### src/sv/sscc_pkg.sv
// Shared types and constants of the screen span occlusion clipper.
// Used by sscc_range_mem, sscc_walker and the top level; depends on nothing.
package sscc_pkg;

	localparam int MaxRangesDef = 32;
	localparam int MaxColumns   = 1024;
	localparam int ColW         = 10;
	localparam int RngW         = 11;
	localparam int WorkW        = 12;
	localparam logic [RngW-1:0] WidthReset = 11'd320;

	typedef logic [ColW-1:0]  col_t;
	typedef logic [RngW-1:0]  rng_t;
	typedef logic [WorkW-1:0] work_t;

	localparam logic [1:0] ACT_CLEAR  = 2'd0;
	localparam logic [1:0] ACT_SOLID  = 2'd1;
	localparam logic [1:0] ACT_PASS   = 2'd2;
	localparam logic [1:0] ACT_UNUSED = 2'd3;

	typedef enum logic [1:0] {
		ST_IDLE,
		ST_WALK,
		ST_END,
		ST_FLUSH
	} state_t;

	typedef enum logic [1:0] {
		PH_BEFORE,
		PH_MERGE,
		PH_DONE,
		PH_ABORT
	} phase_t;

	typedef struct packed {
		logic en;
		rng_t lo;
		rng_t hi;
	} rng_wr_t;

	typedef struct packed {
		col_t vis_start;
		col_t vis_end;
		logic fin;
		logic full;
	} piece_t;

endpackage

### src/sv/screen_span_occlusion_clipper_core.sv
// Top level of the screen span occlusion clipper: width register, output
// register, range store and span walker. Depends on sscc_pkg, sscc_range_mem, sscc_walker.
//
//  channel   valid       stall       payload
//  input     in_valid    in_stall    action, span_start, span_end
//  output    out_valid   out_stall   visible_start, visible_end, final_piece, list_full
//  config    cfg_wr_en   -           cfg_wr_data (screen_width)
//
// A clear, a reversed span or an unused action is handled in the idle state and
// starts no walk. For a span the walk reads one stored range per cycle, unless
// an output stall holds it, through the single read port of the range store.
// After reset the list is empty and the width is 320; the store needs no clearing.
// A stalled output word holds; the walker waits while a second piece is pending.
module screen_span_occlusion_clipper_core #(
	parameter int MAX_RANGES = sscc_pkg::MaxRangesDef
) (
	input  logic                 clk,
	input  logic                 arst_n,
	input  logic                 cfg_wr_en,
	input  sscc_pkg::rng_t       cfg_wr_data,
	input  logic                 in_valid,
	output logic                 in_stall,
	input  logic [1:0]           action,
	input  sscc_pkg::col_t       span_start,
	input  sscc_pkg::col_t       span_end,
	output logic                 out_valid,
	input  logic                 out_stall,
	output sscc_pkg::col_t       visible_start,
	output sscc_pkg::col_t       visible_end,
	output logic                 final_piece,
	output logic                 list_full
);

	localparam int AW = $clog2(MAX_RANGES);

	sscc_pkg::rng_t    screen_width_q, width_clamped;
	logic              out_v_q, out_free, push;
	sscc_pkg::piece_t  push_piece, out_q;
	sscc_pkg::rng_wr_t wr;
	logic [AW-1:0]     wr_addr, rd_addr;
	logic              rd_en;
	sscc_pkg::rng_t    rd_lo, rd_hi;

	always_ff @(posedge clk or negedge arst_n) begin
		if (!arst_n) begin
			screen_width_q <= sscc_pkg::WidthReset;
		end else if (cfg_wr_en) begin
			screen_width_q <= cfg_wr_data;
		end
	end

	assign width_clamped = (32'(screen_width_q) > sscc_pkg::MaxColumns)
		? sscc_pkg::RngW'(sscc_pkg::MaxColumns) : screen_width_q;

	assign out_free = !out_v_q || !out_stall;

	always_ff @(posedge clk or negedge arst_n) begin
		if (!arst_n) begin
			out_v_q <= 1'b0;
		end else if (push) begin
			out_v_q <= 1'b1;
		end else if (!out_stall) begin
			out_v_q <= 1'b0;
		end
	end

	always_ff @(posedge clk) begin
		if (push) begin
			out_q <= push_piece;
		end
	end

	assign out_valid     = out_v_q;
	assign visible_start = out_q.vis_start;
	assign visible_end   = out_q.vis_end;
	assign final_piece   = out_q.fin;
	assign list_full     = out_q.full;

	sscc_range_mem #(.MAX_RANGES(MAX_RANGES)) u_mem (
		.clk     (clk),
		.wr      (wr),
		.wr_addr (wr_addr),
		.rd_en   (rd_en),
		.rd_addr (rd_addr),
		.rd_lo   (rd_lo),
		.rd_hi   (rd_hi)
	);

	sscc_walker #(.MAX_RANGES(MAX_RANGES)) u_walker (
		.clk           (clk),
		.arst_n        (arst_n),
		.in_valid      (in_valid),
		.in_stall      (in_stall),
		.action        (action),
		.span_start    (span_start),
		.span_end      (span_end),
		.width_clamped (width_clamped),
		.out_free      (out_free),
		.push          (push),
		.push_piece    (push_piece),
		.wr            (wr),
		.wr_addr       (wr_addr),
		.rd_en         (rd_en),
		.rd_addr       (rd_addr),
		.rd_lo         (rd_lo),
		.rd_hi         (rd_hi)
	);

endmodule

### src/sv/sscc_range_mem.sv
// Range store: one write port and one read port with registered read data.
// Depends on sscc_pkg for the range word types.
module sscc_range_mem #(
	parameter int MAX_RANGES = sscc_pkg::MaxRangesDef
) (
	input  logic                          clk,
	input  sscc_pkg::rng_wr_t             wr,
	input  logic [$clog2(MAX_RANGES)-1:0] wr_addr,
	input  logic                          rd_en,
	input  logic [$clog2(MAX_RANGES)-1:0] rd_addr,
	output sscc_pkg::rng_t                rd_lo,
	output sscc_pkg::rng_t                rd_hi
);

	logic [2*sscc_pkg::RngW-1:0] mem_q [MAX_RANGES];
	logic [2*sscc_pkg::RngW-1:0] rd_q;

	always_ff @(posedge clk) begin
		if (wr.en) begin
			mem_q[wr_addr] <= {wr.lo, wr.hi};
		end
	end

	always_ff @(posedge clk) begin
		if (rd_en) begin
			rd_q <= mem_q[rd_addr];
		end
	end

	assign rd_lo = rd_q[2*sscc_pkg::RngW-1:sscc_pkg::RngW];
	assign rd_hi = rd_q[sscc_pkg::RngW-1:0];

endmodule

### src/sv/sscc_walker.sv
// Span walker: reads the stored ranges in order, emits uncovered pieces and
// rewrites, for a solid span, the merged list into the range store. Depends on sscc_pkg.
module sscc_walker #(
	parameter int MAX_RANGES = sscc_pkg::MaxRangesDef
) (
	input  logic                          clk,
	input  logic                          arst_n,
	input  logic                          in_valid,
	output logic                          in_stall,
	input  logic [1:0]                    action,
	input  sscc_pkg::col_t                span_start,
	input  sscc_pkg::col_t                span_end,
	input  sscc_pkg::rng_t                width_clamped,
	input  logic                          out_free,
	output logic                          push,
	output sscc_pkg::piece_t              push_piece,
	output sscc_pkg::rng_wr_t             wr,
	output logic [$clog2(MAX_RANGES)-1:0] wr_addr,
	output logic                          rd_en,
	output logic [$clog2(MAX_RANGES)-1:0] rd_addr,
	input  sscc_pkg::rng_t                rd_lo,
	input  sscc_pkg::rng_t                rd_hi
);

	localparam int AW = $clog2(MAX_RANGES);
	localparam int CW = $clog2(MAX_RANGES + 1);
	localparam logic [CW-1:0] CapCount = CW'(MAX_RANGES - 1);

	sscc_pkg::state_t state_q, state_d;
	sscc_pkg::phase_t phase_q, phase_d;
	logic [CW-1:0]    count_q, count_d;
	logic [CW-1:0]    k_q, k_d;
	logic [CW-1:0]    w_q, w_d;
	sscc_pkg::rng_t   cover_left_q, cover_left_d;
	sscc_pkg::rng_t   cover_right_q, cover_right_d;
	sscc_pkg::work_t  s_q, s_d, e_q, e_d;
	sscc_pkg::work_t  prev_hp1_q, prev_hp1_d;
	sscc_pkg::work_t  cur_lo_q, cur_lo_d, cur_hp1_q, cur_hp1_d;
	logic             solid_q, solid_d, cap_q, cap_d, g0_q, g0_d;
	logic             hold_v_q, hold_v_d;
	sscc_pkg::rng_t   hold_lo_q, hold_lo_d, hold_hi_q, hold_hi_d;
	logic             pend_v_q, pend_v_d;
	sscc_pkg::piece_t pend_q, pend_d;

	sscc_pkg::work_t ent_lo, ent_hp1, nxt_lo, ep1, a_col, pc_end, cur_hi, cl_w, s_in, e_in;
	logic            pc_valid, pc_full, busy, active;
	logic [CW-1:0]   k_n;

	always_comb begin
		ent_lo   = {1'b0, rd_lo};
		ent_hp1  = {1'b0, rd_hi} + 12'd1;
		nxt_lo   = (state_q == sscc_pkg::ST_END) ? {1'b0, cover_right_q} : ent_lo;
		ep1      = e_q + 12'd1;
		cur_hi   = cur_hp1_q - 12'd1;
		a_col    = (prev_hp1_q > s_q) ? prev_hp1_q : s_q;
		pc_valid = (a_col <= e_q) && (a_col < nxt_lo);
		pc_end   = (nxt_lo <= e_q) ? (nxt_lo - 12'd1) : e_q;
		pc_full  = solid_q && cap_q && (phase_q == sscc_pkg::PH_BEFORE) && (nxt_lo > ep1);
		busy     = pc_valid && pend_v_q && !out_free;
		active   = ((state_q == sscc_pkg::ST_WALK) || (state_q == sscc_pkg::ST_END)) && !busy;
		k_n      = k_q + 1'b1;
		cl_w     = {1'b0, cover_left_q};
		s_in     = {2'b00, span_start};
		e_in     = {2'b00, span_end};
	end

	always_comb begin
		state_d       = state_q;
		phase_d       = phase_q;
		count_d       = count_q;
		k_d           = k_q;
		w_d           = w_q;
		cover_left_d  = cover_left_q;
		cover_right_d = cover_right_q;
		s_d           = s_q;
		e_d           = e_q;
		prev_hp1_d    = prev_hp1_q;
		cur_lo_d      = cur_lo_q;
		cur_hp1_d     = cur_hp1_q;
		solid_d       = solid_q;
		cap_d         = cap_q;
		g0_d          = g0_q;
		hold_v_d      = hold_v_q;
		hold_lo_d     = hold_lo_q;
		hold_hi_d     = hold_hi_q;
		pend_v_d      = pend_v_q;
		pend_d        = pend_q;
		push          = 1'b0;
		push_piece    = pend_q;
		wr            = '0;
		rd_en         = 1'b0;
		rd_addr       = '0;
		in_stall      = (state_q != sscc_pkg::ST_IDLE);

		// emit the gap in front of the current entry, hold one piece back
		if (active && pc_valid) begin
			if (pend_v_q) begin
				push           = 1'b1;
				push_piece.fin = 1'b0;
			end
			pend_v_d         = 1'b1;
			pend_d.vis_start = a_col[sscc_pkg::ColW-1:0];
			pend_d.vis_end   = pc_end[sscc_pkg::ColW-1:0];
			pend_d.fin       = 1'b0;
			pend_d.full      = pc_full;
		end

		unique case (state_q)
			sscc_pkg::ST_IDLE: begin
				if (in_valid) begin
					if (action == sscc_pkg::ACT_CLEAR) begin
						count_d       = '0;
						cover_left_d  = '0;
						cover_right_d = width_clamped;
					end else if ((action == sscc_pkg::ACT_SOLID || action == sscc_pkg::ACT_PASS)
							&& (span_start <= span_end)) begin
						s_d        = s_in;
						e_d        = e_in;
						solid_d    = (action == sscc_pkg::ACT_SOLID);
						cap_d      = (count_q == CapCount);
						prev_hp1_d = cl_w;
						w_d        = '0;
						k_d        = '0;
						hold_v_d   = 1'b0;
						g0_d       = (cl_w >= s_in);
						cur_lo_d   = s_in;
						if (cl_w >= s_in) begin
							cur_hp1_d = (cl_w > e_in + 12'd1) ? cl_w : (e_in + 12'd1);
							phase_d   = sscc_pkg::PH_MERGE;
						end else begin
							cur_hp1_d = e_in + 12'd1;
							phase_d   = sscc_pkg::PH_BEFORE;
						end
						if (count_q != '0) begin
							rd_en   = 1'b1;
							state_d = sscc_pkg::ST_WALK;
						end else begin
							state_d = sscc_pkg::ST_END;
						end
					end
				end
			end

			sscc_pkg::ST_WALK: begin
				if (active) begin
					unique case (phase_q)
						sscc_pkg::PH_BEFORE: begin
							if (ent_hp1 < s_q) begin
								wr  = '{en: solid_q, lo: rd_lo, hi: rd_hi};
								w_d = w_q + 1'b1;
							end else if (ent_lo > ep1) begin
								if (cap_q) begin
									phase_d = sscc_pkg::PH_ABORT;
								end else begin
									// insert the span, push this entry one slot up
									wr        = '{en: solid_q, lo: s_q[sscc_pkg::RngW-1:0],
										hi: e_q[sscc_pkg::RngW-1:0]};
									w_d       = w_q + 1'b1;
									hold_v_d  = 1'b1;
									hold_lo_d = rd_lo;
									hold_hi_d = rd_hi;
									phase_d   = sscc_pkg::PH_DONE;
								end
							end else begin
								cur_lo_d  = (ent_lo < s_q) ? ent_lo : s_q;
								cur_hp1_d = (ent_hp1 > ep1) ? ent_hp1 : ep1;
								phase_d   = sscc_pkg::PH_MERGE;
							end
						end
						sscc_pkg::PH_MERGE: begin
							if (ent_lo <= ep1) begin
								cur_hp1_d = (ent_hp1 > cur_hp1_q) ? ent_hp1 : cur_hp1_q;
							end else if (g0_q) begin
								if (solid_q) begin
									cover_left_d = cur_hp1_q[sscc_pkg::RngW-1:0];
								end
								wr      = '{en: solid_q, lo: rd_lo, hi: rd_hi};
								w_d     = w_q + 1'b1;
								phase_d = sscc_pkg::PH_DONE;
							end else begin
								wr        = '{en: solid_q, lo: cur_lo_q[sscc_pkg::RngW-1:0],
									hi: cur_hi[sscc_pkg::RngW-1:0]};
								w_d       = w_q + 1'b1;
								hold_v_d  = 1'b1;
								hold_lo_d = rd_lo;
								hold_hi_d = rd_hi;
								phase_d   = sscc_pkg::PH_DONE;
							end
						end
						sscc_pkg::PH_DONE: begin
							if (hold_v_q) begin
								wr        = '{en: solid_q, lo: hold_lo_q, hi: hold_hi_q};
								hold_lo_d = rd_lo;
								hold_hi_d = rd_hi;
							end else begin
								wr = '{en: solid_q, lo: rd_lo, hi: rd_hi};
							end
							w_d = w_q + 1'b1;
						end
						sscc_pkg::PH_ABORT: begin
						end
						default: begin
						end
					endcase
					prev_hp1_d = ent_hp1;
					k_d        = k_n;
					if (k_n < count_q) begin
						rd_en   = 1'b1;
						rd_addr = k_n[AW-1:0];
					end else begin
						state_d = sscc_pkg::ST_END;
					end
				end
			end

			sscc_pkg::ST_END: begin
				if (active) begin
					unique case (phase_q)
						sscc_pkg::PH_BEFORE: begin
							if ({1'b0, cover_right_q} > ep1) begin
								if (cap_q) begin
									phase_d = sscc_pkg::PH_ABORT;
								end else begin
									wr  = '{en: solid_q, lo: s_q[sscc_pkg::RngW-1:0],
										hi: e_q[sscc_pkg::RngW-1:0]};
									w_d = w_q + 1'b1;
								end
							end else if (solid_q && s_q < {1'b0, cover_right_q}) begin
								cover_right_d = s_q[sscc_pkg::RngW-1:0];
							end
						end
						sscc_pkg::PH_MERGE: begin
							if ({1'b0, cover_right_q} <= ep1) begin
								if (g0_q) begin
									// guards meet: the whole screen is covered
									if (solid_q) begin
										cover_left_d = cover_right_q;
									end
									w_d = '0;
								end else if (solid_q && cur_lo_q < {1'b0, cover_right_q}) begin
									cover_right_d = cur_lo_q[sscc_pkg::RngW-1:0];
								end
							end else if (g0_q) begin
								if (solid_q) begin
									cover_left_d = cur_hp1_q[sscc_pkg::RngW-1:0];
								end
							end else begin
								wr  = '{en: solid_q, lo: cur_lo_q[sscc_pkg::RngW-1:0],
									hi: cur_hi[sscc_pkg::RngW-1:0]};
								w_d = w_q + 1'b1;
							end
						end
						sscc_pkg::PH_DONE: begin
							if (hold_v_q) begin
								wr  = '{en: solid_q, lo: hold_lo_q, hi: hold_hi_q};
								w_d = w_q + 1'b1;
							end
						end
						sscc_pkg::PH_ABORT: begin
						end
						default: begin
						end
					endcase
					if (solid_q && phase_q != sscc_pkg::PH_ABORT
							&& phase_d != sscc_pkg::PH_ABORT) begin
						count_d = w_d;
					end
					state_d = sscc_pkg::ST_FLUSH;
				end
			end

			sscc_pkg::ST_FLUSH: begin
				if (!pend_v_q) begin
					state_d = sscc_pkg::ST_IDLE;
				end else if (out_free) begin
					push           = 1'b1;
					push_piece.fin = 1'b1;
					pend_v_d       = 1'b0;
					state_d        = sscc_pkg::ST_IDLE;
				end
			end

			default: begin
				state_d = sscc_pkg::ST_IDLE;
			end
		endcase
	end

	assign wr_addr = w_q[AW-1:0];

	always_ff @(posedge clk or negedge arst_n) begin
		if (!arst_n) begin
			state_q <= sscc_pkg::ST_IDLE;
		end else begin
			state_q <= state_d;
		end
	end

	always_ff @(posedge clk or negedge arst_n) begin
		if (!arst_n) begin
			phase_q       <= sscc_pkg::PH_BEFORE;
			count_q       <= '0;
			cover_left_q  <= '0;
			cover_right_q <= (32'(sscc_pkg::WidthReset) > sscc_pkg::MaxColumns)
				? sscc_pkg::RngW'(sscc_pkg::MaxColumns) : sscc_pkg::WidthReset;
			pend_v_q      <= 1'b0;
			hold_v_q      <= 1'b0;
		end else begin
			phase_q       <= phase_d;
			count_q       <= count_d;
			cover_left_q  <= cover_left_d;
			cover_right_q <= cover_right_d;
			pend_v_q      <= pend_v_d;
			hold_v_q      <= hold_v_d;
		end
	end

	always_ff @(posedge clk) begin
		k_q        <= k_d;
		w_q        <= w_d;
		s_q        <= s_d;
		e_q        <= e_d;
		prev_hp1_q <= prev_hp1_d;
		cur_lo_q   <= cur_lo_d;
		cur_hp1_q  <= cur_hp1_d;
		solid_q    <= solid_d;
		cap_q      <= cap_d;
		g0_q       <= g0_d;
		hold_lo_q  <= hold_lo_d;
		hold_hi_q  <= hold_hi_d;
		pend_q     <= pend_d;
	end

endmodule
### config.mk
export PLATFORM = sky130hd
export DESIGN_NAME = screen_span_occlusion_clipper_core
export DESIGN_NICKNAME = d
export VERILOG_FILES = /design/src/sv/sscc_pkg.sv /design/src/sv/screen_span_occlusion_clipper_core.sv /design/src/sv/sscc_range_mem.sv /design/src/sv/sscc_walker.sv
export SDC_FILE = /design/constraint.sdc
export NUM_CORES = 2
export LEC_CHECK = 0
export BUFFER_PORTS_ARGS = -buffer_cell sky130_fd_sc_hd__buf_2
export CAP_MARGIN = 20
export CORE_MARGIN = 2
export CORE_UTILIZATION = 60
export CTS_BUF_LIST = sky130_fd_sc_hd__clkbuf_8 sky130_fd_sc_hd__clkbuf_16
export DETAILED_ROUTE_END_ITERATION = 10
export GPL_ROUTABILITY_DRIVEN = 0
export HOLD_SLACK_MARGIN = 0.12
export PLACE_DENSITY = 0.76
export SLEW_MARGIN = 5
export SYNTH_ARGS = -nofsm -noshare
export SYNTH_HDL_FRONTEND = slang
export SYNTH_SLANG_ARGS = --single-unit
### constraint.sdc
create_clock -name clk -period 10.7 [get_ports clk]
set_input_delay 1.07 -clock clk [delete_from_list [all_inputs] [get_ports clk]]
set_output_delay 1.07 -clock clk [all_outputs]
set_load 0.01 [all_outputs]
Word level (Yosys, flattened, before mapping):

Memory sizes are Yosys's and may differ from the RTL's. A register that Yosys moved wholly into a read port is not among the register bits.
Index checks and enable logic that the tools add are counted.

* memories kept: 1
* bits in writable memories: 704
* memory bits (read-only): 0
* register bits after elaboration: 182
* latch bits: 0

* $add $sub $neg: 7
* shifts and indexed selects: 0
* div/mod/pow operators: 0
* reductions and logical operators: 42
* bitwise gates (word level): 1
* magnitude comparators: 20
* eq/ne operators: 51
* multiplexer cells: 169
* $mul: 0

Memories
* u_mem.mem_q: depth 32, width 22, rd ports 1, clocked after Yosys merged registers in 1, write ports 1, RTL line sscc_range_mem.sv:15 `logic [2*sscc_pkg::RngW-1:0] mem_q [MAX_RANGES];`

Operators by type and width (number)
* 2-to-1 mux 11 bit: 35
* 2-to-1 mux 12 bit: 23
* 2-to-1 mux 23 bit: 10
* case mux 23 bit (3 select lines): 2
* 2-to-1 mux 6 bit: 19
* case mux 11 bit (3 select lines): 3
* case mux 12 bit (2 select lines): 4
* case mux 6 bit (3 select lines): 3
* case mux 23 bit (2 select lines): 1
* 2-to-1 mux 2 bit: 22
* 2-to-1 mux 22 bit: 2
* case mux 11 bit (2 select lines): 2
* inequality test 3 bit (second input constant): 13
* > comparator 11 x 12 -> 1 bit: 3
* inequality test 2 bit (second input constant): 16
* 2-to-1 mux 1 bit: 31
* AND reduction 10 bit: 3
* AND reduction 9 bit: 3
* > comparator 12 bit: 2
* <= comparator 11 x 12 -> 1 bit: 2
* less-than comparator 12 x 11 -> 1 bit: 2
* case mux 6 bit (2 select lines): 2
* adder 10 x 1 -> 11 bit (second input constant): 2
* 2-to-1 mux 5 bit: 3
* other kinds (41): 82

Depth between registers and ports, before layout:

* depth in word-level cells: 15
* gate-level depth with buffers: 24
* depth with buffers taken out: 20

By module:

A second synthesis with hierarchy kept.

* cell total of the unflattened synthesis: 3212
* area, all modules: 43556.8 µm²

By module, submodules not included
* sscc_range_mem: area an instance 28204.6 µm², times used 1, cells each 1550
* sscc_walker: area an instance 14133.6 µm², times used 1, cells each 1602
* screen_span_occlusion_clipper_core: area an instance 1218.7 µm², times used 1, cells each 60

Worst setup path before layout:

No wires, ideal clock.

* path type: reg2reg
* start point: reg u_walker.s_q[3]
* end point: reg out_q, in the netlist final_piece (enable)
* clock period less this slack: 7.799 ns
* stages on the path, launching flop included: 19
* setup slack: 2.901 ns
* arrival time: 7.398 ns
* required time: 10.299 ns
* cell sequence: edfxtp_1 -> inv_1 -> ha_1 -> and3_1 -> a221oi_1 -> o211ai_1 -> nand2_1 -> clkbuf_1 -> mux2_2 -> ha_1 -> a211oi_1 -> o21ai_0 -> nor2_1 -> a211oi_1 -> o41a_1 -> o21ai_4 -> nor4b_1 -> mux2i_1 -> nor2_1

* word-level cells in the longest chain between the ends: 13
* elaborated cells between the ends (all ways): 14
* those cells by class: 3 x order compare; 5 x mux; 6 x reduce/logical

RTL lines
* from (decl): RTL line sscc_walker.sv:36 `sscc_pkg::work_t s_q, s_d, e_q, e_d;`
* from (signal assigned): RTL line sscc_walker.sv:321 `s_q <= s_d;`
* > comparator 12 x 10 -> 1 bit (*): RTL line sscc_walker.sv:55 `a_col = (prev_hp1_q > s_q) ? prev_hp1_q : s_q;`
* 2-to-1 mux 12 bit (*): RTL line sscc_walker.sv:55
* named net u_walker.a_col[5]: RTL line sscc_walker.sv:45 `sscc_pkg::work_t ent_lo, ent_hp1, nxt_lo, ep1, a_col, pc_end, cur_hi, cl_w, s_in, e_in;`
* <= comparator 12 x 10 -> 1 bit or less-than comparator 12 x 11 -> 1 bit (tied branches): RTL line sscc_walker.sv:56 `pc_valid = (a_col <= e_q) && (a_col < nxt_lo);`
* logical AND 1 bit (*): RTL line sscc_walker.sv:56
* logical AND 1 bit (2 in series): RTL line sscc_walker.sv:59 `busy = pc_valid && pend_v_q && !out_free;`
* zero test 1 bit: RTL line sscc_walker.sv:60 `active = ((state_q == sscc_pkg::ST_WALK) || (state_q == sscc_pkg::ST_END)) && !busy;`
* logical AND 1 bit: RTL line sscc_walker.sv:60
* logical AND 1 bit (*): RTL line sscc_walker.sv:96 `if (active && pc_valid) begin`
* 2-to-1 mux 1 bit (*): RTL line sscc_walker.sv:96
* 2-to-1 mux 1 bit: RTL line sscc_walker.sv:275 `end else if (out_free) begin`
* 2-to-1 mux 1 bit: RTL line sscc_walker.sv:273 `if (!pend_v_q) begin`
* 2-to-1 mux 1 bit (*): RTL line sscc_walker.sv:108 `unique case (state_q)`
* named net push: RTL line screen_span_occlusion_clipper_core.sv:37 `logic out_v_q, out_free, push;`
* to (signal assigned): RTL line screen_span_occlusion_clipper_core.sv:69 `out_q <= push_piece;`
* to (decl): RTL line screen_span_occlusion_clipper_core.sv:38 `sscc_pkg::piece_t push_piece, out_q;`

Mark *: on every way through the listed nets, which the timed path passes. The rest lies on a longest branch.
A chain may end at the register's enable or synchronous reset.

==> summary.md <==
| Metric | Value |
|---|---|
| Status | `completed` |
| Synth Area per Inst | `13.9 µm²` |
| CTS Buffer Depth | `3` |
| Resize count post-CTS | `0` |
| Initial antenna violation count | `5` |
| Mapped Cells | `3087` |
| Worst reg-to-reg setup slack | `3590 ps` |
| Slew HR | `15.6%` |
| Period utilization | `66.4%` |
| EDFF count, synth | `861` |
| Number of CTS-inserted buffers | `92` |
| Synth Cell Area | `43000 µm²` |
| Critical path startpoint category | `register` |
| Crit path capture type | `register` |
| Combinational power share | `39.4%` |
| Initial drt markers | `4679` |
| PwrDens | `277 nW/µm²` |
| Slew @ Worst Pin | `1270 ps` |
| Antenna-violating nets left | `0` |
| Crit path capture | `u_mem.mem_q[8][3]` |
| Synth cell types | `89` |
| Cell count after placement | `4026` |
| Clk sinks | `907` |
| Max H-tree Level | `3` |
| RSZ-0062 raised after global routing | `false` |
| Max capacitance violation total | `0` |
| TNS Setup | `0 ps` |
| Synth top area cells | `edfxtp_1, ha_1, mux2i_1` |
| Die width | `272 µm` |
| Worst R2R Path Depth | `18` |
| Arr. time, crit path | `7580 ps` |
| CP Max Fanout | `18` |
| Register area share after synthesis | `62.8%` |
| Synth async-reset ratio | `5.07%` |
| Yosys top cell by area | `edfxtp_1` |
| Min-delay worst type | `in2async` |
| Residual DRC | `0` |
| Area growth syn-to-layout | `11.8%` |
| Total power | `13.3 mW` |
| Starting density of the core | `60.4%` |
| Vias in the first global route | `29200` |
| Multi-input gate area | `15200 µm²` |
| First-pass GRT wire length | `191000 µm` |
| Setup Viol. Count Final | `0` |
| FMAX | `141 MHz` |
| Final Skew | `42.1 ps` |
| Clock transition at path regs | `60 ps` |
| Synth Flop Type | `edfxtp_1` |
| FF+latch count, synth | `907` |
| Syn_nets | `3317` |
| Reg area | `27000 µm²` |
| P_int | `8.02 mW` |
| Final min period | `7110 ps` |
| Post CTS Setup Buffer Count | `0` |
| Total track usage | `35.2%` |
| Post-route cell area | `48100 µm²` |
| Core ar. | `71200 µm²` |
| WL/cell | `31.1 µm` |
| Drt first pass iters | `10` |
| Gr ovfl total | `0` |
| Largest net degree at the start of global routing | `128` |
| Row cnt | `98` |
| Crit path required time | `11170 ps` |
| # hold bufs at CTS | `0` |
| LEAKAGE | `17.4 nW` |
| Worst skew pair latency | `670 ps` |
| Switching pwr | `5.28 mW` |
| R2r startpoint | `u_walker.s_q[1]` |
| R2R Path End | `u_mem.mem_q[8][3]` |
| CTS tree | `built` |
| Final Slew Violations | `0` |
| Util after Layout | `67.5%` |
| Crit Path Class | `reg2reg` |
| CTS root buffer | `clkbuf_16` |
| Sequential power share | `36.7%` |
| Syn. warnings | `0` |
| Die Y | `272 µm` |
| Worst VDD drop | `0.218 mV` |
| Layout cells sized above 1 | `16.4%` |
| Die area | `73900 µm²` |
| IO Port Bufs | `61` |
| Sw frac | `39.7%` |
| Top cell type's share of synthesized area | `60.1%` |
| # IOs | `62` |
| Critical Path Source | `u_walker.s_q[1]` |
| Clk network pwr share | `23.9%` |
| Vias | `29600` |
| HPWL Detailed | `84400 µm` |
| Layout Cells excl Fill | `4203` |
| Placed cell area | `44900 µm²` |
| Fin. Hold Viols | `0` |
| Routed WL | `131000 µm` |
| Fill cells | `4722` |
| Vias/cell | `7.03` |
| Fin nets | `3410` |
==> layout make-up <==
| cell class | count | share of cell area [%] |
|---|---|---|
| Multi-Input combinational cell | 1878 | 31.6 |
| Timing Repair Buffer | 163 | 2.50 |
| Clock inverter | 72 | 1.34 |
| Clock buffer | 94 | 4.84 |
| Antenna cell | 1 | 0.00520 |
| Sequential cell | 907 | 56.2 |
| Inverter | 138 | 1.08 |
| Tap cell | 950 | 2.47 |
==> stage by stage <==
step	setup slack, ps	hold WS, ps
CTS	3640	421
floorplan	2900	400
finish	3590	415
detailed placement	3700	406
global route	3280	430
global placement	3770	401
==> worst min-delay path by stage <==
stage	start	endpoint	cells after the start
floorplan	u_walker.push_piece[0]	list_full	0
global placement	u_walker.push_piece[11]	visible_end[9]	0
detailed placement	u_walker.push_piece[5]	visible_end[3]	0
CTS	u_walker.push_piece[5]	visible_end[3]	0
global route	u_walker.push_piece[5]	visible_end[3]	0
finish	arst_n	screen_width_q[3]	1
==> critical path, stage by stage, from the launching register on <==
cell and delay, ps:
edfxtp_1 520, inv_1 150, ha_1 320, and3_1 160
a221oi_1 310, o211ai_1 170, nand2_1 410, mux2_2 440
ha_1 320, a211oi_1 100, o21ai_0 280, nor2_1 70
a211oi_1 500, o41a_1 390, o21ai_4 240, nor2_1 180
nand2_1 620, o22ai_2 1270, buf_4 420
==> flip-flops by register name (all words and copies together) (netlist names), 12 cells and up <==
| register | flops |
|---|---|
| u_mem.mem_q | 704 |
| u_mem.rd_q | 22 |
| u_walker.cur_hp1_q | 12 |
| u_walker.prev_hp1_q | 12 |
| u_walker.push_piece | 21 |
==> power groups by stage <==
stage	registers, mW	logic [mW]	clock network [mW]
2_1_floorplan	4.73	3.31	0
3_3_place_gp	4.92	4.87	0
3_5_place_dp	4.93	5.03	0
4_1_cts	4.86	5.07	3.19
5_1_grt	4.89	5.55	3.33
6_report	4.89	5.24	3.18
==> layout by cell type (no fill, tap or decap), types with 24 or more instances in the layout <==
| cell | n |
|---|---|
| nand4_1 | 28 |
| clkbuf_16 | 92 |
| nand3_1 | 39 |
| nor3_2 | 26 |
| o211ai_1 | 27 |
| mux2_2 | 112 |
| a21o_1 | 47 |
| edfxtp_1 | 861 |
| a211o_1 | 27 |
| a22o_1 | 34 |
| mux2i_1 | 194 |
| clkinv_1 | 24 |
| nor3_1 | 27 |
| a21oi_1 | 159 |
| a221o_1 | 25 |
| a32oi_1 | 24 |
| o21ai_0 | 142 |
| xnor2_1 | 44 |
| inv_1 | 152 |
| a222oi_1 | 40 |
| buf_2 | 61 |
| buf_4 | 91 |
| mux4_2 | 44 |
| nand2_1 | 151 |
| ha_1 | 190 |
| dfrtp_1 | 42 |
| nor2_1 | 164 |
| a22oi_1 | 34 |
==> cell usage after synthesis, types with 4 or more instances <==
cell type / number
nand2b_1: 12
a32oi_1: 24
o2bb2ai_1: 23
a221o_1: 25
nor2b_1: 18
xor2_1: 8
a211o_1: 27
nand3_1: 39
or2_2: 6
nor3_1: 53
clkbuf_1: 107
or3_1: 7
o31ai_1: 16
a22oi_1: 34
o21bai_1: 6
mux2i_1: 194
o21ai_0: 143
buf_2: 25
mux2_1: 5
buf_1: 26
o21a_1: 18
a21oi_1: 163
edfxtp_1: 861
and2_1: 8
nand2_1: 151
xnor2_1: 45
nor2_1: 167
ha_1: 192
dfrtp_1: 42
a22o_1: 34
o31a_1: 4
a211oi_1: 10
a21boi_0: 5
a21o_1: 47
and3_1: 20
o22ai_1: 29
dfstp_2: 4
mux4_2: 44
mux2_2: 112
a221oi_1: 21
inv_1: 135
o211ai_1: 27
nor4_1: 10
a222oi_1: 40
nand4_1: 28
==> cells by family (layout without fill, tap and decap cells) <==
group / count (synthesis) / in the layout / share of synthesized area, %
other: 1 / 2 / 0.00871
DFF: 907 / 907 / 62.8
muxes: 355 / 355 / 9.88
xor gates and xnor gates: 53 / 53 / 1.08
adders and majority gates: 192 / 192 / 5.58
buffers and inverters: 302 / 467 / 2.80
and+or+nand+nor: 540 / 540 / 5.89
AOI/OAI and AO/OA: 737 / 737 / 12.0
==> layer usage <==
layer	track usage (%)	part of all wire [%]
met4	22.0	7.6
met3	8.71	12
met2	54.4	45
met1	44.9	35
met5	0	0.018
Note: power is estimated with default switching activity, not from simulation.
